===== src/design/nta_pkg.sv =====
// Package for the normal to angle bytes core: request and result types, widths,
// arctangent table, root and CORDIC cell payloads and the quadrant pre-rotation. No dependencies.
package nta_pkg;

    localparam int CORDIC_STAGES = 16;
    localparam int ANG_TABLE_LEN = 24;
    localparam int SQRT_STEPS    = 24;
    localparam int STAGE_W       = 5;
    localparam int VEC_W         = 27;
    localparam int ANG_W         = 26;
    localparam int RAD_W         = 48;
    localparam int REM_W         = 27;
    localparam int ROOT_W        = 24;
    localparam int RND_W         = 11;

    typedef struct packed {
        logic signed [15:0] normal_x;
        logic signed [15:0] normal_y;
        logic signed [15:0] normal_z;
    } req_t;

    typedef struct packed {
        logic [7:0] azimuth_code;
        logic [7:0] elevation_code;
        logic       azimuth_wrapped;
    } res_t;

    typedef struct packed {
        logic [RAD_W-1:0]  rad;
        logic [REM_W-1:0]  rem;
        logic [ROOT_W-1:0] root;
        req_t              req;
    } sqrt_t;

    typedef struct packed {
        logic signed [VEC_W-1:0] a;
        logic signed [VEC_W-1:0] b;
        logic signed [ANG_W-1:0] ang;
        logic                    zero;
    } cordic_t;

    localparam logic signed [ANG_W-1:0] ATAN_DEG_Q16 [ANG_TABLE_LEN] = '{
        26'sd2949120, 26'sd1740967, 26'sd919879, 26'sd466945, 26'sd234379,
        26'sd117304, 26'sd58666, 26'sd29335, 26'sd14668, 26'sd7334,
        26'sd3667, 26'sd1833, 26'sd917, 26'sd458, 26'sd229, 26'sd115,
        26'sd57, 26'sd29, 26'sd14, 26'sd7, 26'sd4, 26'sd2, 26'sd1, 26'sd0
    };

    localparam logic signed [ANG_W-1:0] QUARTER_Q16 = 26'sd5898240;

    function automatic cordic_t prerotate(logic signed [VEC_W-1:0] b,
                                          logic signed [VEC_W-1:0] a);
        cordic_t v;
        v.zero = (a == '0) && (b == '0);
        v.a    = a;
        v.b    = b;
        v.ang  = '0;
        if (a < 0)
        begin
            if (b >= 0)
            begin
                v.a   = b;
                v.b   = -a;
                v.ang = QUARTER_Q16;
            end
            else
            begin
                v.a   = -b;
                v.b   = a;
                v.ang = -QUARTER_Q16;
            end
        end
        return v;
    endfunction

endpackage


===== src/design/nta_sqrt_cell.sv =====
// One digit cell of the pipelined square root: one root bit per cycle.
// Depends on nta_pkg.
module nta_sqrt_cell (
    input  logic          clk,
    input  logic          rst_n,
    input  logic          in_valid,
    input  nta_pkg::sqrt_t in_data,
    output logic          out_valid,
    output nta_pkg::sqrt_t out_data
);
    logic            valid_reg;
    nta_pkg::sqrt_t  data_reg;
    nta_pkg::sqrt_t  data_next;
    logic [nta_pkg::REM_W-1:0] trial_rem;
    logic [nta_pkg::REM_W-1:0] trial_sub;

    always_comb
    begin
        trial_rem = {in_data.rem[nta_pkg::REM_W-3:0], in_data.rad[nta_pkg::RAD_W-1 -: 2]};
        trial_sub = nta_pkg::REM_W'({in_data.root, 2'b01});
        data_next = in_data;
        data_next.rad = {in_data.rad[nta_pkg::RAD_W-3:0], 2'b00};
        if (trial_rem >= trial_sub)
        begin
            data_next.rem  = trial_rem - trial_sub;
            data_next.root = {in_data.root[nta_pkg::ROOT_W-2:0], 1'b1};
        end
        else
        begin
            data_next.rem  = trial_rem;
            data_next.root = {in_data.root[nta_pkg::ROOT_W-2:0], 1'b0};
        end
    end

    always_ff @(posedge clk or negedge rst_n)
    begin
        if (!rst_n)
            valid_reg <= 1'b0;
        else
            valid_reg <= in_valid;
    end

    always_ff @(posedge clk)
    begin
        data_reg <= data_next;
    end

    assign out_valid = valid_reg;
    assign out_data  = data_reg;
endmodule


===== config.mk =====
export PLATFORM = sky130hd
export DESIGN_NAME = nta_sqrt_cell
export DESIGN_NICKNAME = d
export VERILOG_FILES = /design/src/design/nta_pkg.sv /design/src/design/nta_sqrt_cell.sv
export SDC_FILE = /design/constraint.sdc
export NUM_CORES = 1
export LEC_CHECK = 0
export BUFFER_PORTS_ARGS = -buffer_cell sky130_fd_sc_hd__buf_2
export CORE_AREA = 2 2 116 118
export DETAILED_ROUTE_END_ITERATION = 16
export DIE_AREA = 0 0 118 120
export PLACE_DENSITY = 0.77
export SLEW_MARGIN = 20
export SYNTH_ARGS = -nofsm -noshare
export SYNTH_HDL_FRONTEND = slang
export SYNTH_SLANG_ARGS = --single-unit

===== constraint.sdc =====
create_clock -name clk -period 0.85 [get_ports clk]
set_input_delay 0.1275 -clock clk [delete_from_list [all_inputs] [get_ports clk]]
set_output_delay 0.1275 -clock clk [all_outputs]
set_load 0.1 [all_outputs]

==> run summary, run 1 <==
Starting Density = 40.8%
clk buf depth = 2
Root Driver = clkbuf_16
CTS resizes = 130
largest family of logic cells by synthesized area = compound AO/OA/AOI/OAI gates
hold_buf cts = 136
DP HPWL = 17900 microns
Err = [ERROR DPL-0033] detailed placement checks failed during check placement.
top-area cell type share of the netlist area = 54.9%
run status = aborted with a tool error
dpl cells = 1042
H-tree depth = 4
Compound-Gate Fraction of Synth Area = 15.4%
Post-Syn Area = 5290 sq um
cts bufs inserted = 17
number of buffers added on ports = 293
register bit total from synthesis = 146
Yosys warning total = 0
Placer Congestion = 1.11
Adder-Cell Fraction of Synth Area = 6.15%
Post-Synth Simple-Gate Area = 10.8%
Placed Instance Area = 10300 sq um
Yosys top cell by area = dfxtp_1
Die Ht = 120 microns
top post-synthesis cells by area = dfxtp_1 55%, ha_1 6.1%, mux2_1 3.0%
Distinct cells, synth = 68
Site Rows = 42
mux cell area share after synthesis = 3.88%
number of enable flip-flop cells after synthesis = 0
Last stage = clock tree synthesis
Mapped Avg Cell Area = 10.8 sq um
die width = 118 microns
# Post-CTS Setup Buffers = 21
Post-Synth XOR/XNOR Area = 2.65%
top_reg_cell synth = dfxtp_1
number of I/O pins = 298
clk sinks = 146
FFs w/ async S/R, synth = 0.685%
cells after synthesis = 489
register area share after synthesis = 55.3%
[cells in the mapped netlist, types with 4 or more instances]
library cell and number:
a21o_1 9, a21oi_1 25, a31oi_1 5, and2_1 5, buf_2 16, buf_4 6
buf_6 5, dfxtp_1 145, ha_1 26, inv_1 31, mux2_1 14, nand2_1 23
nand3_1 21, nand4_1 9, nor2_1 18, nor3_1 10, o211ai_1 4, o21a_1 8
o21ai_0 17, o21ai_1 6, o31ai_1 6, xnor2_1 12, xor2_1 4
[stage by stage]
step | hold WS, ns | util (%) | setup slack [ns] | TNS (ns)
3_3_place_gp | -0.0985 | 79.0 | -1.49 | -37.58
2_1_floorplan | -0.168 | - | -1.20 | -31.97
3_5_place_dp | -0.0968 | 79.0 | -1.56 | -41.54
[cell families after synthesis]
kind of cell	after synthesis
multiplexers	18
XOR/XNOR	16
AND/OR/NAND/NOR	107
buffers and inverters	60
adder cells (fa/ha/maj)	26
other	1
flip-flops	146
AO/OA/AOI/OAI	115
==> run 2: changes to the inputs <==
--- a/config.mk
+++ b/config.mk
@@ -6,10 +6,10 @@
 export NUM_CORES = 1
 export LEC_CHECK = 0
 export BUFFER_PORTS_ARGS = -buffer_cell sky130_fd_sc_hd__buf_2
-export CORE_AREA = 2 2 116 118
+export CORE_MARGIN = 2
+export CORE_UTILIZATION = 35
 export DETAILED_ROUTE_END_ITERATION = 16
-export DIE_AREA = 0 0 118 120
-export PLACE_DENSITY = 0.77
+export PLACE_DENSITY_LB_ADDON = 0.15
 export SLEW_MARGIN = 20
 export SYNTH_ARGS = -nofsm -noshare
 export SYNTH_HDL_FRONTEND = slang
==> run summary, run 2 <==
run status = finished, violations left
violated checks = negative setup slack
DP HPWL = 16400 microns (-8.6%)
number of routed nets with antenna violations = 0
clk sinks = 146 (unchanged)
Max-cap violations = 0
Fmax = 517 MHz
Pre-Repair DR Iteration Count = 5
Clk network pwr share = 29.0%
RSZ-0062 raised after global routing = yes
vias = 6440
Slew headroom = 67.3%
min-delay worst type = in2reg
Post-Syn Area = 5290 sq um (unchanged)
synthesis-to-finish area growth = 144%
WL met2 = 14900 microns
crit path DAT = 2.24 ns
routed len/inst = 23.2 microns
switching power = 10300 uW
DR WL met3 = 2140 microns
Die Ht = 127 microns (+5.8%)
highest routing layer actually used = met5
register area share after synthesis = 55.3% (unchanged)
FFs w/ async S/R, synth = 0.685% (unchanged)
Leak = 0.00577 uW
number of enable flip-flop cells after synthesis = 0 (unchanged)
number of buffers added on ports = 293 (unchanged)
H-tree depth = 4 (unchanged)
most frequent cell after synthesis = dfxtp_1
Yosys warning total = 0 (unchanged)
Flop pwr share = 29.9%
layout cells sized above 1 = 68.1%
Sw Share = 38.3%
number of I/O pins = 298 (unchanged)
Starting Density = 36.1% (-4.6 points)
gr ovfl total = 0
top-area cell type share of the netlist area = 54.9% (unchanged)
most frequent cells in the layout = 149 x buf_12, 144 x dfxtp_2, 135 x buf_2, 133 x dlygate4sd3_1, 115 x buf_4
Root Driver = clkbuf_16
initial antenna violation count = 3
total power = 26900 uW
nets = 1210
commonest non-fill, non-tap cell in the layout = buf_12
DIE AREA = 16100 sq um
commonest cells in the netlist = 145 x dfxtp_1, 31 x inv_1, 26 x ha_1
vias per inst = 5.23
Distinct cells, synth = 68 (unchanged)
Final Critical Period = 1.93 ns
Yosys top cell by area = dfxtp_1
Worst Path Required = 1.16 ns
M1 WL = 9960 microns
largest net degree at the start of global routing = 17
cells after synthesis = 489 (unchanged)
via count of the first global-routing pass = 6795
PwrDens = 2090 nW/um^2
cts bufs inserted = 17 (unchanged)
WS Path Type = in2reg
Int Pwr = 16600 uW
combinational share of power = 41.1%
minimum hold slack = 0.0452 ns
VDD IR-drop max = 1.56 mV
top_reg_cell synth = dfxtp_1
setup violators final = 174
crit path from = in_data[55]
Post-Layout Cell Count = 1232
Total Wirelength = 28600 microns
worst slack at placement = -1.45 ns (+0.112 ns)
crit path capture type = register
Site Rows = 44 (+4.8%)
Setup WS post-layout = -1.08 ns
CP max FO = 7
Initial DRC Count = 521
top post-synthesis cells by area = dfxtp_1 55%, ha_1 6.1%, mux2_1 3.0%
Hold Fails Final Rpt = 0
slew of the pin with the lowest slew margin = 0.486 ns
max FFs per register = 145
CTS tree = yes
Critical Path Start Type = input pin
clk buf depth = 2 (unchanged)
dpl cells = 1046 (+0.38%)
Mapped Avg Cell Area = 10.8 sq um (unchanged)
fin crit share = 227%
register bit total from synthesis = 146 (unchanged)
core area = 14600 sq um
Slew Viols, Final = 0
Placer Congestion = 0.877 (-21%)
DRC violations left = 0
total track usage = 32.5%
first-pass GRT wire length = 39900 microns
Clock transition at path regs = 0.06 ns
die width = 127 microns (+7.6%)
hold path startpoint = in_data[84]
==> run 2: per-layer routing <==
| metal | up-vias | GRT usage, % |
|---|---|---|
| li1 | 2816 | - |
| met1 | 3076 | 34.7 |
| met2 | 417 | 59.7 |
| met3 | 127 | 8.56 |
| met4 | 4 | 15.1 |
| met5 | - | 0 |
==> run 2: final cells by class <==
cell class	count	area (sq um)
diodes	1	2.50
clock buffers	18	439
clock inverters	14	170
fillers	609	1750
inverters	32	130
multi-input cells	284	2680
flip-flops and latches	146	3110
well taps	184	230
repair buffers	553	6130
==> run 2: cells by family after synthesis <==
family | count (synthesis) | synth area share [%]
fa+ha+maj | 26 | 6.15
flops | 146 | 55.3
mux | 18 | 3.88
xor+xnor | 16 | 2.65
simple gates | 107 | 10.8
buf+inv | 60 | 5.77
compound gates | 115 | 15.4
other cells | 1 | 0.0709
==> run 2: worst paths after layout <==
path | endpoint | depth (start not counted)
hold / removal | out_data[86]$_DFF_P_ | 3
setup / recovery | out_data[78]$_DFF_P_ | 11
min in group asynchronous | out_valid$_DFF_PN0_ | 3
max in group asynchronous | out_valid$_DFF_PN0_ | 3
==> run 2: what timing repair did <==
action / 4_1_cts / 5_1_grt
hold buffers: 133 / 0
hold endpoints to repair: 132 / 0
resized for setup: 57 / 61
gates cloned: 2 / 1
setup endpoints to repair: 174 / 174
setup buffers: 9 / 14
pin swaps: 21 / 29
==> run 2: power by group through the flow <==
stage	logic, uW	registers [uW]	clock network (uW)
after global routing	11300	8090	8150
after global placement	9460	8140	0
after detailed placement	9560	8150	0
after floorplan	1770	11900	0
after CTS	10400	8030	7820
final	11100	8060	7790
==> run 2: critical path, cell delays in order <==
cell and delay (ns):
buf_8 0.08, inv_4 0.03, ha_4 0.34, nand4_4 0.16, o21bai_1 0.32, o41a_1 0.25
nand4_1 0.14, and2_4 0.20, buf_12 0.13, buf_12 0.14, mux2_4 0.30
==> run 2: stage by stage <==
stage	cell area [sq um]	setup TNS (ns)	utilization, %
detailed placement	10200	-39.10	69.8
floorplan	5760	-31.97	-
finish	12900	-60.36	88.1
CTS	12500	-57.96	85.4
global route	12900	-65.05	88.1
global placement	10200	-37.25	69.8
Power figures use the tool's default switching activity.
