==> src/design/nta_pkg.sv <==
// Package for the normal to angle bytes core: request and result types, widths,
// arctangent table, root and CORDIC cell payloads and the quadrant pre-rotation. No dependencies.
package nta_pkg;

    localparam int CORDIC_STAGES = 16;
    localparam int ANG_TABLE_LEN = 24;
    localparam int SQRT_STEPS    = 24;
    localparam int STAGE_W       = 5;
    localparam int VEC_W         = 27;
    localparam int ANG_W         = 26;
    localparam int RAD_W         = 48;
    localparam int REM_W         = 27;
    localparam int ROOT_W        = 24;
    localparam int RND_W         = 11;

    typedef struct packed {
        logic signed [15:0] normal_x;
        logic signed [15:0] normal_y;
        logic signed [15:0] normal_z;
    } req_t;

    typedef struct packed {
        logic [7:0] azimuth_code;
        logic [7:0] elevation_code;
        logic       azimuth_wrapped;
    } res_t;

    typedef struct packed {
        logic [RAD_W-1:0]  rad;
        logic [REM_W-1:0]  rem;
        logic [ROOT_W-1:0] root;
        req_t              req;
    } sqrt_t;

    typedef struct packed {
        logic signed [VEC_W-1:0] a;
        logic signed [VEC_W-1:0] b;
        logic signed [ANG_W-1:0] ang;
        logic                    zero;
    } cordic_t;

    localparam logic signed [ANG_W-1:0] ATAN_DEG_Q16 [ANG_TABLE_LEN] = '{
        26'sd2949120, 26'sd1740967, 26'sd919879, 26'sd466945, 26'sd234379,
        26'sd117304, 26'sd58666, 26'sd29335, 26'sd14668, 26'sd7334,
        26'sd3667, 26'sd1833, 26'sd917, 26'sd458, 26'sd229, 26'sd115,
        26'sd57, 26'sd29, 26'sd14, 26'sd7, 26'sd4, 26'sd2, 26'sd1, 26'sd0
    };

    localparam logic signed [ANG_W-1:0] QUARTER_Q16 = 26'sd5898240;

    function automatic cordic_t prerotate(logic signed [VEC_W-1:0] b,
                                          logic signed [VEC_W-1:0] a);
        cordic_t v;
        v.zero = (a == '0) && (b == '0);
        v.a    = a;
        v.b    = b;
        v.ang  = '0;
        if (a < 0)
        begin
            if (b >= 0)
            begin
                v.a   = b;
                v.b   = -a;
                v.ang = QUARTER_Q16;
            end
            else
            begin
                v.a   = -b;
                v.b   = a;
                v.ang = -QUARTER_Q16;
            end
        end
        return v;
    endfunction

endpackage

==> src/design/nta_cordic_cell.sv <==
// One vectoring rotation of the CORDIC chain, registered.
// Depends on nta_pkg.
module nta_cordic_cell (
    input  logic                          clk,
    input  logic                          rst_n,
    input  logic [nta_pkg::STAGE_W-1:0]   stage,
    input  logic                          in_valid,
    input  nta_pkg::cordic_t              in_data,
    output logic                          out_valid,
    output nta_pkg::cordic_t              out_data
);
    logic              valid_reg;
    nta_pkg::cordic_t  data_reg;
    nta_pkg::cordic_t  data_next;
    logic signed [nta_pkg::VEC_W-1:0] sa;
    logic signed [nta_pkg::VEC_W-1:0] sb;

    always_comb
    begin
        sa = in_data.a >>> stage;
        sb = in_data.b >>> stage;
        data_next = in_data;
        if (in_data.b >= 0)
        begin
            data_next.a   = in_data.a + sb;
            data_next.b   = in_data.b - sa;
            data_next.ang = in_data.ang + nta_pkg::ATAN_DEG_Q16[stage];
        end
        else
        begin
            data_next.a   = in_data.a - sb;
            data_next.b   = in_data.b + sa;
            data_next.ang = in_data.ang - nta_pkg::ATAN_DEG_Q16[stage];
        end
    end

    always_ff @(posedge clk or negedge rst_n)
    begin
        if (!rst_n)
            valid_reg <= 1'b0;
        else
            valid_reg <= in_valid;
    end

    always_ff @(posedge clk)
    begin
        data_reg <= data_next;
    end

    assign out_valid = valid_reg;
    assign out_data  = data_reg;
endmodule
==> config.mk <==
export PLATFORM = sky130hd
export DESIGN_NAME = nta_cordic_cell
export DESIGN_NICKNAME = d
export VERILOG_FILES = /design/src/design/nta_pkg.sv /design/src/design/nta_cordic_cell.sv
export SDC_FILE = /design/constraint.sdc
export NUM_CORES = 1
export LEC_CHECK = 0
export ABC_AREA = 1
export BUFFER_PORTS_ARGS = -buffer_cell sky130_fd_sc_hd__buf_4
export CORE_MARGIN = 4
export CORE_UTILIZATION = 60
export CTS_BUF_LIST = sky130_fd_sc_hd__clkbuf_4 sky130_fd_sc_hd__clkbuf_8
export CTS_CLUSTER_DIAMETER = 150
export CTS_CLUSTER_SIZE = 14
export DETAILED_ROUTE_END_ITERATION = 6
export GPL_TIMING_DRIVEN = 0
export PLACE_DENSITY = 0.88
export SYNTH_ARGS = -nofsm -noshare
export SYNTH_HDL_FRONTEND = slang
export SYNTH_SLANG_ARGS = --single-unit
==> constraint.sdc <==
create_clock -name clk -period 0.8 [get_ports clk]
set_input_delay 0.04 -clock clk [delete_from_list [all_inputs] [get_ports clk]]
set_output_delay 0.04 -clock clk [all_outputs]
set_load 0.1 [all_outputs]
==> Flow_metrics.wiki, run 1 <==
{| class="wikitable"
! Metric !! Value
|-
| Stage reached || global routing (5_1_grt)
|-
| Clock sink total || 82
|-
| Total half-perimeter wirelength after legalization and detailed placement || 35.29 mm
|-
| Maximum clock path buffer count || 2
|-
| Synth async-reset ratio || 1.220%
|-
| Most frequently used flop master after synthesis || dfxtp_1
|-
| Outcome || stopped before the end
|-
| Total number of yosys warnings || 0
|-
| Syn nets || 2057
|-
| Top Ports || 171
|-
| Number of buffers created by CTS || 9
|-
| Initial cell density of the core || about three fifths
|-
| Synthesized cell area || between 0.01 and 0.015 mm2
|-
| Row cnt || 49
|-
| EDFF count, synth || 0
|-
| Number of buffers added on ports || 166
|-
| Number of levels in the clock H-tree || 3
|-
| Seq cells post-synth || slightly above 80
|-
| Post-Syn Instances || approximately 1900
|-
| Height of the chip || 143.5 um
|-
| Count of different cell masters after synthesis || 47
|-
| Largest net degree at the start of global routing || 18
|-
| Final Wtd Congestion || 1.193
|-
| Sequential fraction of the synthesis area || 14.94%
|-
| Mean post-synth cell area || 5.886 um2
|-
| Gr ovfl total || 1867
|-
| Total track usage || a little over nine tenths
|-
| Die width || between 100 and 150 um
|-
| Root buf cell || clkbuf_8
|-
| Error Message || [ERROR GRT-0232] Routing congestion too high. Check the congestion heatmap in the GUI.
|}
==> synthesized netlist by cell type, types with 5 or more instances <==
library cell,instances,area share [%]
a21oi_1,110,5.0
a31oi_1,6,0.34
buf_1,8,0.27
buf_2,29,1.3
buf_6,15,1.5
clkbuf_1,12,0.41
dfxtp_1,81,15
ha_1,93,11
inv_1,136,4.6
inv_2,12,0.41
nand2_1,628,21
nand2_2,16,0.91
nand3_1,256,12
nand3_2,6,0.55
nand3b_1,9,0.61
nand4_1,21,1.2
nor2_1,148,5.0
nor2_2,13,0.74
nor3_1,11,0.50
nor4_1,5,0.28
o211ai_1,8,0.55
o21a_1,6,0.41
o21ai_0,62,2.8
o21ai_1,13,0.59
o21bai_1,8,0.55
xnor2_1,36,2.9
xor2_1,82,6.5
==> logic make-up after synthesis <==
logic type                 Yosys count  synth area share, %
AOI/OAI and AO/OA                  237                12.06
xor gates and xnor gates           118                9.380
adders and majority gates           96                11.11
buffers and inverters              218                8.937
DFF                                 82                14.94
and+or+nand+nor                   1121                43.57
==> metal layers <==
metal | GRT overflow | track usage, %
met1 | 75 | 87.20
met4 | 335 | 108.7
met5 | 22 | 50.00
met3 | 88 | 74.84
met2 | 1347 | 129.9
==> timing repair <==
item	in CTS
endpoints found under the hold margin	12
setup endpoints to repair	162
hold buffers	5
buffers inserted	132
gates cloned	6
gates resized for setup	440
pin swaps	138
==> stage by stage <==
| stage | instance area [um2] | utilization, % | std cells | setup WS, ns |
|---|---|---|---|---|
| 4_1_cts | 16170 | 89.72 | 2420 | -2.521 |
| 3_5_place_dp | 13060 | 72.46 | 2267 | -3.623 |
| 3_3_place_gp | 13060 | 72.46 | 2267 | -3.604 |
| 2_1_floorplan | 11530 | - | 1872 | -2.419 |
==> inputs of run 2 (changes only) <==
- CORE_UTILIZATION: 60 -> 40
- CTS_BUF_LIST: sky130_fd_sc_hd__clkbuf_4 sky130_fd_sc_hd__clkbuf_8 -> default
- CTS_CLUSTER_DIAMETER: 150 -> default
- CTS_CLUSTER_SIZE: 14 -> default
- PLACE_DENSITY: 0.88 -> default
- PLACE_DENSITY_LB_ADDON: default -> 0.15
==> run 2 against run 1 <==
  * The flow now finishes, with violations (negative hold slack, negative setup slack)
  * Area after synthesis stayed put
  * Synthesized cell count stayed put
==> Flow_metrics.wiki, run 2 <==
{| class="wikitable"
! Metric !! Value
|-
| Outcome || finished with violations
|-
| Failing checks || negative hold slack, negative setup slack
|-
| First-pass DRT Iterations || 5
|-
| Hold Vio Cnt, Final || 3
|-
| Number of buffers created by CTS || 9
|-
| List of most frequent post-synthesis cells || nand2_1, nand3_1, nor2_1
|-
| Largest net degree at the start of global routing || 17
|-
| Final Wtd Congestion || 1.014
|-
| Worst VDD drop || 2766 uV
|-
| Top-count cell post-synth || nand2_1
|-
| Antenna cells || 0
|-
| Unrepaired setup endpoints after global routing || yes
|-
| Syn nets || approximately 2100
|-
| Seq cells post-synth || 82
|-
| Final Critical Period || 3.526 ns
|-
| Cell taking the most area after synthesis || nand2_1
|-
| Top-area cell type share of the netlist area || between 20% and 30%
|-
| Reg power frac || 14.7%
|-
| Internal power of the cells || 20.41 mW
|-
| Setup slack after placement || -3.801 ns
|-
| Endpoint type of the worst setup path || flip-flop
|-
| Total leakage power || 9.154 nW
|-
| Fillers || approximately 2100
|-
| Root buf cell || clkbuf_16
|-
| Final ANT Viol Nets || 0
|-
| Fin worst setup slack || -2.726 ns
|-
| Count of vias placed by the detailed router || 15170
|-
| Net switching power || 27.32 mW
|-
| Worst slew margin relative to its limit || between 30 and 40%
|-
| CP required || 1.10 ns
|-
| Sequential fraction of the synthesis area || 14.94%
|-
| Most frequently used flop master after synthesis || dfxtp_1
|-
| Worst-case hold slack || -0.1064 ns
|-
| Height of the chip || 174.0 um
|-
| Routed length per placed instance || approximately 22 um
|-
| Maximum clock path buffer count || 2
|-
| Number of buffers added on ports || 166
|-
| Peak Freq || 283.6 MHz
|-
| Initial detailed-routing violation count || 1343
|-
| Total half-perimeter wirelength after legalization and detailed placement || ~39 mm
|-
| Final max-slew violation count || 0
|-
| Core box area || 0.02703 mm2
|-
| Number of flip-flops under the largest register name || 81
|-
| Synthesized cell area || about 0.011 mm2
|-
| Share of total power consumed by net switching || 57.24%
|-
| Worst Tran Pin Value || a little under 1 ns
|-
| Clock transition at the registers of the reported paths || 0.08 ns
|-
| Post-layout power || between 40 and 50 mW
|-
| Critical path peak fanout || 6
|-
| Row cnt || 60
|-
| Initial cell density of the core || 40.77%
|-
| Synth async-reset ratio || 1.220%
|-
| EDFF count, synth || 0
|-
| Most frequent cells in the layout || nand2_1, buf_4, nand3_1
|-
| Post-detailed-route via-to-cell ratio || 5.820
|-
| Final Cycle Share || 440.7%
|-
| WL final || 57.13 mm
|-
| Nature of the critical path startpoint || primary input
|-
| Count of different cell masters after synthesis || 47
|-
| Number of levels in the clock H-tree || 3
|-
| Gr ovfl total || 0
|-
| Number of global-route vias before repair || 14200
|-
| Global-route wire length before repair || approximately 80 mm
|-
| Layout cells sized above 1 || between 50% and 60%
|-
| Die width || 174.0 um
|-
| Clock tree from TritonCTS || built
|-
| Antenna violations before repair || 1
|-
| Part of the power in the clock network || 9.7%
|-
| Largest cells by area after synthesis || nand2_1, dfxtp_1, nand3_1
|-
| Area added between synthesis and finish || 75.82%
|-
| Pwr/cell area || 2464 mW/mm2
|-
| Overall die area || 0.03026 mm2
|-
| DRC Markers || 0
|-
| Clock sink total || 82
|-
| Logic pwr share || between 70% and 80%
|-
| Arrival time at the worst endpoint || approximately 3.8 ns
|-
| Number of maximum-capacitance constraint violations || 0
|-
| Number of endpoints failing setup at the final stage || 162
|-
| Top Ports || 171
|-
| Mean post-synth cell area || 5.886 um2
|-
| Total track usage || 33.32%
|-
| Commonest non-fill, non-tap cell in the layout || nand2_1
|-
| Total number of yosys warnings || 0
|-
| Type of the setup path with the least slack || in2reg
|-
| Number of nets in the layout || 2445
|-
| Hold-fix buffers at CTS || 5
|-
| Kind of path behind the tightest hold check || in2reg
|-
| Post-Syn Instances || 1872
|}
run 2: cell counts after synthesis:
No cell type changed its count.
run 2: timing repair:
item | in CTS | in global routing
hold endpoints to repair | 7 | 3
setup buffers | 126 | 83
cloned | 4 | 1
resized for setup | 467 | 523
pin swaps | 141 | 202
endpoints found under the setup margin | 162 | 162
run 2: area by class of cell:
type                            count  area, um2  share of cell area (%)
Multi-Input combinational cell   1572      12000                   61.93
Timing Repair Buffer              378       3652                   18.85
Sequential cell                    82       1749                   9.029
Buffer                             67      668.1                   3.449
Inverter                          150      595.6                   3.074
Tap cell                          341      426.7                   2.202
Clock buffer                        9      225.2                   1.163
Clock inverter                      7      58.81                  0.3036
run 2: worst max-delay path: stages:
cell	delay, ns
buf_12	0.08
buf_12	0.12
clkinv_8	0.06
buf_12	0.13
buf_12	0.14
ha_4	0.29
inv_2	0.04
nand2_2	0.07
o21ai_2	0.06
a221oi_2	0.33
nand2_2	0.14
nor2_4	0.15
nand2_4	0.07
nor2_4	0.15
nand2_4	0.09
nand2_4	0.09
xor2_1	0.09
ha_1	0.39
nand2_2	0.14
nor4_4	0.38
nand4_1	0.24
nand3_2	0.20
nand4_1	0.10
nand3_1	0.09
xor2_1	0.15
run 2: metal layers:
layer  wire length (um)  global-route usage [%]  up-vias
li1                   -                       -     6944
met1              22950                   43.59     7178
met2              26720                   55.17      825
met3               4892                   5.937      220
met4               2565                   11.94        0
met5                  0                       0        -
run 2: final timing paths:
path	slack (ns)	cells past startpoint	end	start
max in group asynchronous	0.19	3	out_valid	rst_n
setup / recovery	-2.73	25	out_data[25]	stage[0]
min in group asynchronous	0.50	3	out_valid	rst_n
hold / removal	-0.11	2	out_data[1]	in_data[1]
run 2: stage by stage:
stage / setup TNS (ns) / utilization (%) / std cells / area, um2
finish: -188.29 / 71.68 / 2606 / 19370
global route: -199.29 / 71.68 / 2606 / 19370
CTS: -174.71 / 61.29 / 2530 / 16560
detailed placement: -251.11 / 48.85 / 2379 / 13200
global placement: -250.48 / 48.85 / 2379 / 13200
floorplan: -152.78 / - / 1872 / 11530
run 2: logic make-up (layout without fill, tap and decap cells):
| family | after synthesis | count (layout) | synth area share (%) |
|---|---|---|---|
| simple gates | 1121 | 1121 | 43.57 |
| compound gates | 237 | 237 | 12.06 |
| flops | 82 | 82 | 14.94 |
| xor+xnor | 118 | 118 | 9.380 |
| buf+inv | 218 | 611 | 8.937 |
| fa+ha+maj | 96 | 96 | 11.11 |
run 2: power by group through the flow:
stage | sequential, mW | combinational (mW) | clock (mW)
after global routing | 7.15 | 37.5 | 4.78
after detailed placement | 6.67 | 26.7 | 0
after global placement | 6.64 | 26.7 | 0
after CTS | 6.73 | 30.8 | 4.57
after floorplan | 19.3 | 8.42 | 0
final | 7.01 | 36.1 | 4.63
Note: power is estimated with default switching activity, not from simulation.
==> inputs of run 3 (changes only) <==
- BUFFER_PORTS_ARGS: -buffer_cell sky130_fd_sc_hd__buf_4 -> default
- DONT_BUFFER_PORTS: default -> 1
- GPL_TIMING_DRIVEN: 0 -> default
==> run 3 against run 2 <==
  * The flow still finishes with violations (negative hold slack, negative setup slack)
  * Via count down 0.61%
  * Clock power is essentially flat
  * Combinational power up 6.1%
  * Utilization grew 2.4 points
  * Flip-flop and latch count is the same
  * Fmax is 13% higher
  * Global-route usage fell by 3.9 points
  * Sequential power is 8.3% higher
  * Final cell count up 8.4%
  * Count of clock-buffer cells in the layout did not move
  * Largest power group unchanged
==> Flow_metrics.wiki, run 3 (synthesized netlist as in run 2, its figures left out) <==
{| class="wikitable"
! Metric !! Value
|-
| Outcome || finished with violations
|-
| Failing checks || negative hold slack, negative setup slack
|-
| Clock sink total || between 80 and 90
|-
| Count of vias placed by the detailed router || about 15000
|-
| Worst slew margin relative to its limit || 71.81%
|-
| Number of buffers added on ports || 0
|-
| Row cnt || 60
|-
| Arrival time at the worst endpoint || 3.38 ns
|-
| Number of levels in the clock H-tree || 3
|-
| CP Depth || 27
|-
| Longest individual stage delay on the worst path || 0.36 ns
|-
| Final Critical Period || 3.110 ns
|-
| Height of the chip || between 150 and 200 um
|-
| Peak Freq || 321.5 MHz
|-
| Number of maximum-capacitance constraint violations || 0
|-
| Fin util || 74.05%
|-
| Pwr/cell area || 2525 mW/mm2
|-
| Hold-fix buffers at CTS || 6
|-
| Initial cell density of the core || 40.77%
|-
| Core box area || 0.02703 mm2
|-
| Largest net degree at the start of global routing || between 60 and 70
|-
| Cells on Worst Hold Path || 1
|-
| Kind of path behind the tightest hold check || in2reg
|-
| Type of the setup path with the least slack || in2reg
|-
| Area added between synthesis and finish || 81.63%
|-
| Commonest non-fill, non-tap cell in the layout || buf_4
|-
| WL final || 47.58 mm
|-
| Final Cycle Share || 388.8%
|-
| Number of nets in the layout || 2664
|-
| Sum Neg Setup Slack || -154.04 ns
|-
| Total track usage || 29.39%
|-
| Number of global-route vias before repair || 14560
|-
| Unrepaired setup endpoints after global routing || yes
|-
| Critical path peak fanout || 67
|-
| Number of buffers created by CTS || 9
|-
| Worst-case hold slack || -0.1885 ns
|-
| Final ANT Viol Nets || 0
|-
| Most repeated library cell on the critical path || nand2_1
|-
| Post-detailed-route via-to-cell ratio || 5.336
|-
| Global-route wire length before repair || approximately 73 mm
|-
| Worst Tran Pin Value || 0.4184 ns
|-
| Total leakage power || 9.970 nW
|-
| Die width || roughly 170 um
|-
| Gr ovfl total || 0
|-
| Family with the most delay on the worst path || simple AND/OR/NAND/NOR gates
|-
| Final Wtd Congestion || 0.9940
|-
| First-pass DRT Iterations || 5
|-
| Maximum clock path buffer count || 2
|-
| Number of flip-flops under the largest register name || 81
|-
| Number of non-filler instances in the completed layout || around 2800
|-
| Layout cells sized above 1 || between 40% and 50%
|-
| Most frequent cells in the layout || buf_4, nand2_1, nand3_1
|-
| DRC Markers || 0
|-
| Endpoint type of the worst setup path || flip-flop
|-
| CP required || 1.07 ns
|-
| Initial detailed-routing violation count || 1007
|-
| Cell area after layout || 0.02001 mm2
|-
| Overall die area || 0.03026 mm2
|-
| Worst VDD drop || 2463 uV
|-
| Nature of the critical path startpoint || primary input
|-
| Number of placed cells counting well taps || 2712
|-
| Clock tree from TritonCTS || built
|-
| Antenna violations before repair || 0
|-
| Routed length per placed instance || 16.84 um
|-
| Root buf cell || clkbuf_16
|-
| Antenna cells || 0
|-
| Crit path buf inv count || 7
|-
| Placed standard-cell area || 0.01688 mm2
|-
| Hold Vio Cnt, Final || 8
|-
| Top Ports || 171
|-
| Clock transition at the registers of the reported paths || 0.08 ns
|-
| Number of endpoints failing setup at the final stage || 162
|-
| Total half-perimeter wirelength after legalization and detailed placement || 35.43 mm
|-
| Post-layout power || just over 50 mW
|-
| Fin worst setup slack || -2.310 ns
|-
| Setup slack after placement || -2.887 ns
|-
| Final max-slew violation count || 0
|-
| Cell with the largest stage delay on the worst path || ha_1
|}
==> run 3: final timing paths <==
| path | end | from | slack, ns |
|---|---|---|---|
| max | out_data[25] | stage[0] | -2.31 |
| min | out_data[54] | in_data[54] | -0.19 |
| max in group asynchronous | out_valid | rst_n | 0.26 |
| min in group asynchronous | out_valid | rst_n | 0.43 |
==> run 3: cell type report <==
type                            instances  area [um2]
Multi-Input combinational cell       1572       10580
Fill cell                            2040        7014
Timing Repair Buffer                  662        6330
Sequential cell                        82        1749
Inverter                              150       603.1
Tap cell                              341       426.7
Clock buffer                            9       225.2
Clock inverter                          7       81.33
Timing Repair inverter                  2       17.52
==> run 3: what timing repair did <==
action                                  4_1_cts  5_1_grt
hold endpoints to repair                     17        9
setup buffers                                60       32
pin swaps                                   177      135
gates cloned                                  5        0
gates resized for setup                     343      140
endpoints found under the setup margin      162      162
==> run 3: per-layer routing <==
metal	part of all wire, %	track usage (%)	up-vias
met2	49	51.96	562
met5	0	0	-
met4	3.7	9.799	0
met3	7.1	5.872	150
met1	40	35.66	6981
li1	-	-	7381
==> run 3: power breakdown <==
group	switching, mW	internal [mW]	leakage (nW)
registers	1.37	6.22	0.695
logic	22.5	15.8	9.13
clock network	2.15	2.48	0.147
==> inputs of run 4 (changes only) <==
- ABC_AREA: 1 -> default
- TNS_END_PERCENT: default -> 50
==> run 4 against run 3 <==
  * Largest cell class unchanged
  * Count of clock-buffer cells in the layout did not move
  * Synthesized cell count shrank 29%
  * Fmax shrank 23%
  * Critical path depth down 10
  * Power is 6.7% lower
  * Largest power group unchanged
  * The flow still finishes with violations (negative hold slack, negative setup slack)
  * Combinational power decreased by 7.8%
  * Via count decreased by 13%
==> Flow_metrics.wiki, run 4 <==
{| class="wikitable"
! Metric !! Value
|-
| Syn nets || 1516
|-
| Root buf cell || clkbuf_16
|-
| Worst Tran Pin Value || 0.5958 ns
|-
| Die width || 175.2 um
|-
| CP required || between 1 and 1.5 ns
|-
| Synthesized cell area || 0.01118 mm2
|-
| Most repeated library cell on the critical path || o21ai_2
|-
| Failing checks || negative hold slack, negative setup slack
|-
| Worst VDD drop || 2494 uV
|-
| Final Critical Period || 4.028 ns
|-
| Longest individual stage delay on the worst path || about 0.58 ns
|-
| Pwr/cell area || 2493 mW/mm2
|-
| Top-count cell post-synth || nor2_1
|-
| Final Cycle Share || 503.5%
|-
| Number of endpoints failing setup at the final stage || 162
|-
| Nature of the critical path startpoint || primary input
|-
| Hold-fix buffers at CTS || 5
|-
| Number of buffers added on ports || 0
|-
| Worst slew margin relative to its limit || about three fifths
|-
| Top-area cell type share of the netlist area || 14.51%
|-
| Maximum clock path buffer count || 2
|-
| DRC Markers || 0
|-
| WL final || 45.50 mm
|-
| Layout cells sized above 1 || about 54%
|-
| Initial detailed-routing violation count || between 1000 and 1500
|-
| Cell-by-cell trace of the critical path || mux4_2 > mux2i_1 > nor3b_2 > a311oi_2 > nand3b_1 > or3_4 > o21ai_2 > xor2_1 > ha_1 > a21oi_2 > o21ai_2 > or3_1 > o21a_1 > o211ai_1 > nand3_1 > a41oi_2 > xnor3_1
|-
| Final Wtd Congestion || 1.002
|-
| Row cnt || 60
|-
| Count of vias placed by the detailed router || 13080
|-
| Top Ports || 171
|-
| Fin util || 69.37%
|-
| Core box area || 0.02725 mm2
|-
| Total half-perimeter wirelength after legalization and detailed placement || 33.34 mm
|-
| Seq cells post-synth || 82
|-
| Number of global-route vias before repair || about 13000
|-
| Peak Freq || 248.3 MHz
|-
| Cell area after layout || 0.01890 mm2
|-
| Final max-slew violation count || 0
|-
| Clock transition at the registers of the reported paths || 0.07 ns
|-
| Hold Vio Cnt, Final || 6
|-
| Endpoint type of the worst setup path || flip-flop
|-
| Mean post-synth cell area || 8.397 um2
|-
| Worst-case hold slack || -0.1991 ns
|-
| Outcome || finished with violations
|-
| Cell taking the most area after synthesis || dfxtp_1
|-
| Largest net degree at the start of global routing || 88
|-
| Synth async-reset ratio || around 1.2%
|-
| Post-Syn Instances || roughly 1300
|-
| Sequential fraction of the synthesis area || 14.73%
|-
| EDFF count, synth || 0
|-
| Critical path peak fanout || 70
|-
| Cell with the largest stage delay on the worst path || mux4_2
|-
| Height of the chip || 175.2 um
|-
| Global-route wire length before repair || 70.06 mm
|-
| Most frequently used flop master after synthesis || dfxtp_1
|-
| Initial cell density of the core || 41.01%
|-
| Largest cells by area after synthesis || dfxtp_1, ha_1, mux4_2
|-
| Post-detailed-route via-to-cell ratio || 5.777
|-
| Number of nets in the layout || 2072
|-
| Clock tree from TritonCTS || built
|-
| Antenna cells || 0
|-
| Number of levels in the clock H-tree || 3
|-
| Count of different cell masters after synthesis || 95
|-
| Type of the setup path with the least slack || in2reg
|-
| Post-layout power || approximately 47 mW
|-
| Unrepaired setup endpoints after global routing || yes
|-
| Most frequent cells in the layout || buf_4, nor2_1, nand2_1
|-
| Placed standard-cell area || 0.01667 mm2
|-
| List of most frequent post-synthesis cells || nor2_1, nand2_1, ha_1
|-
| Final ANT Viol Nets || 0
|-
| Clock sink total || 82
|-
| Total leakage power || 8.302 nW
|-
| Area added between synthesis and finish || 69.14%
|-
| Antenna violations before repair || 0
|-
| Routed length per placed instance || 20.10 um
|-
| First-pass DRT Iterations || 5
|-
| Commonest non-fill, non-tap cell in the layout || buf_4
|-
| Total track usage || between 20% and 30%
|-
| Number of maximum-capacitance constraint violations || 0
|-
| Number of flip-flops under the largest register name || 81
|-
| Gr ovfl total || 0
|-
| Number of buffers created by CTS || 9
|-
| Kind of path behind the tightest hold check || in2reg
|-
| Overall die area || 0.03068 mm2
|-
| Fin worst setup slack || -3.228 ns
|-
| Total number of yosys warnings || 0
|-
| Arrival time at the worst endpoint || 4.27 ns
|}
==> run 4: final timing paths <==
check,from,to,slack [ns],cells after the start
min in group asynchronous,rst_n,out_valid,0.41,2
min,in_data[54],out_data[54],-0.20,1
max,stage[0],out_data[53],-3.23,17
max in group asynchronous,rst_n,out_valid,0.29,2
==> run 4: critical path: cells and delay by family <==
kind	cells	cell delay (ns)
AO/OA/AOI/OAI	7	1.11
XOR/XNOR	2	0.40
adder cells (fa/ha/maj)	1	0.29
multiplexers	2	0.90
AND/OR/NAND/NOR	5	1.48
==> run 4: power breakdown <==
| part | total (mW) | switching, mW | internal [mW] |
|---|---|---|---|
| Combinational | 35.3 | 20.0 | 15.3 |
| Clock | 4.57 | 2.11 | 2.45 |
| Sequential | 7.32 | 1.31 | 6.01 |
==> run 4: routing by layer <==
layer	track usage, %	routed length (um)
met3	5.279	3697
met1	35.26	17790
met2	48.38	22060
met5	0	0
met4	10.28	1947
==> run 4: timing repair <==
action	in CTS	in global routing
setup endpoints to repair	162	162
hold endpoints to repair	13	4
pin swaps	119	89
setup buffers	60	41
gates resized for setup	224	118
==> run 4: area by class of cell <==
class,count,area (um2)
Clock buffer,9,225.2
Clock inverter,7,76.32
Timing Repair Buffer,616,5868
Inverter,48,192.7
Multi-Input combinational cell,1130,10350
Tap cell,372,465.4
Sequential cell,82,1725
Fill cell,2124,8347
==> run 4: per-stage QoR <==
stage / instances / hold WS [ns] / worst slack, ns / TNS, ns
final: 2264 / -0.1991 / -3.228 / -209.61
after global routing: 2264 / -0.1984 / -3.400 / -220.28
after CTS: 2238 / -0.2063 / -3.049 / -202.82
after detailed placement: 2166 / -0.2556 / -3.642 / -230.11
after global placement: 2166 / -0.2556 / -3.520 / -226.13
after floorplan: 1331 / -0.2556 / -3.640 / -232.66
==> run 4: logic make-up (layout without fill, tap and decap cells) <==
| logic type | after synthesis | count (layout) | synth area share (%) |
|---|---|---|---|
| AOI/OAI and AO/OA | 402 | 402 | 24.94 |
| xor gates and xnor gates | 119 | 119 | 9.448 |
| adders and majority gates | 96 | 96 | 10.95 |
| buffers and inverters | 119 | 680 | 4.769 |
| DFF | 82 | 82 | 14.73 |
| muxes | 123 | 123 | 17.91 |
| and+or+nand+nor | 390 | 390 | 17.25 |
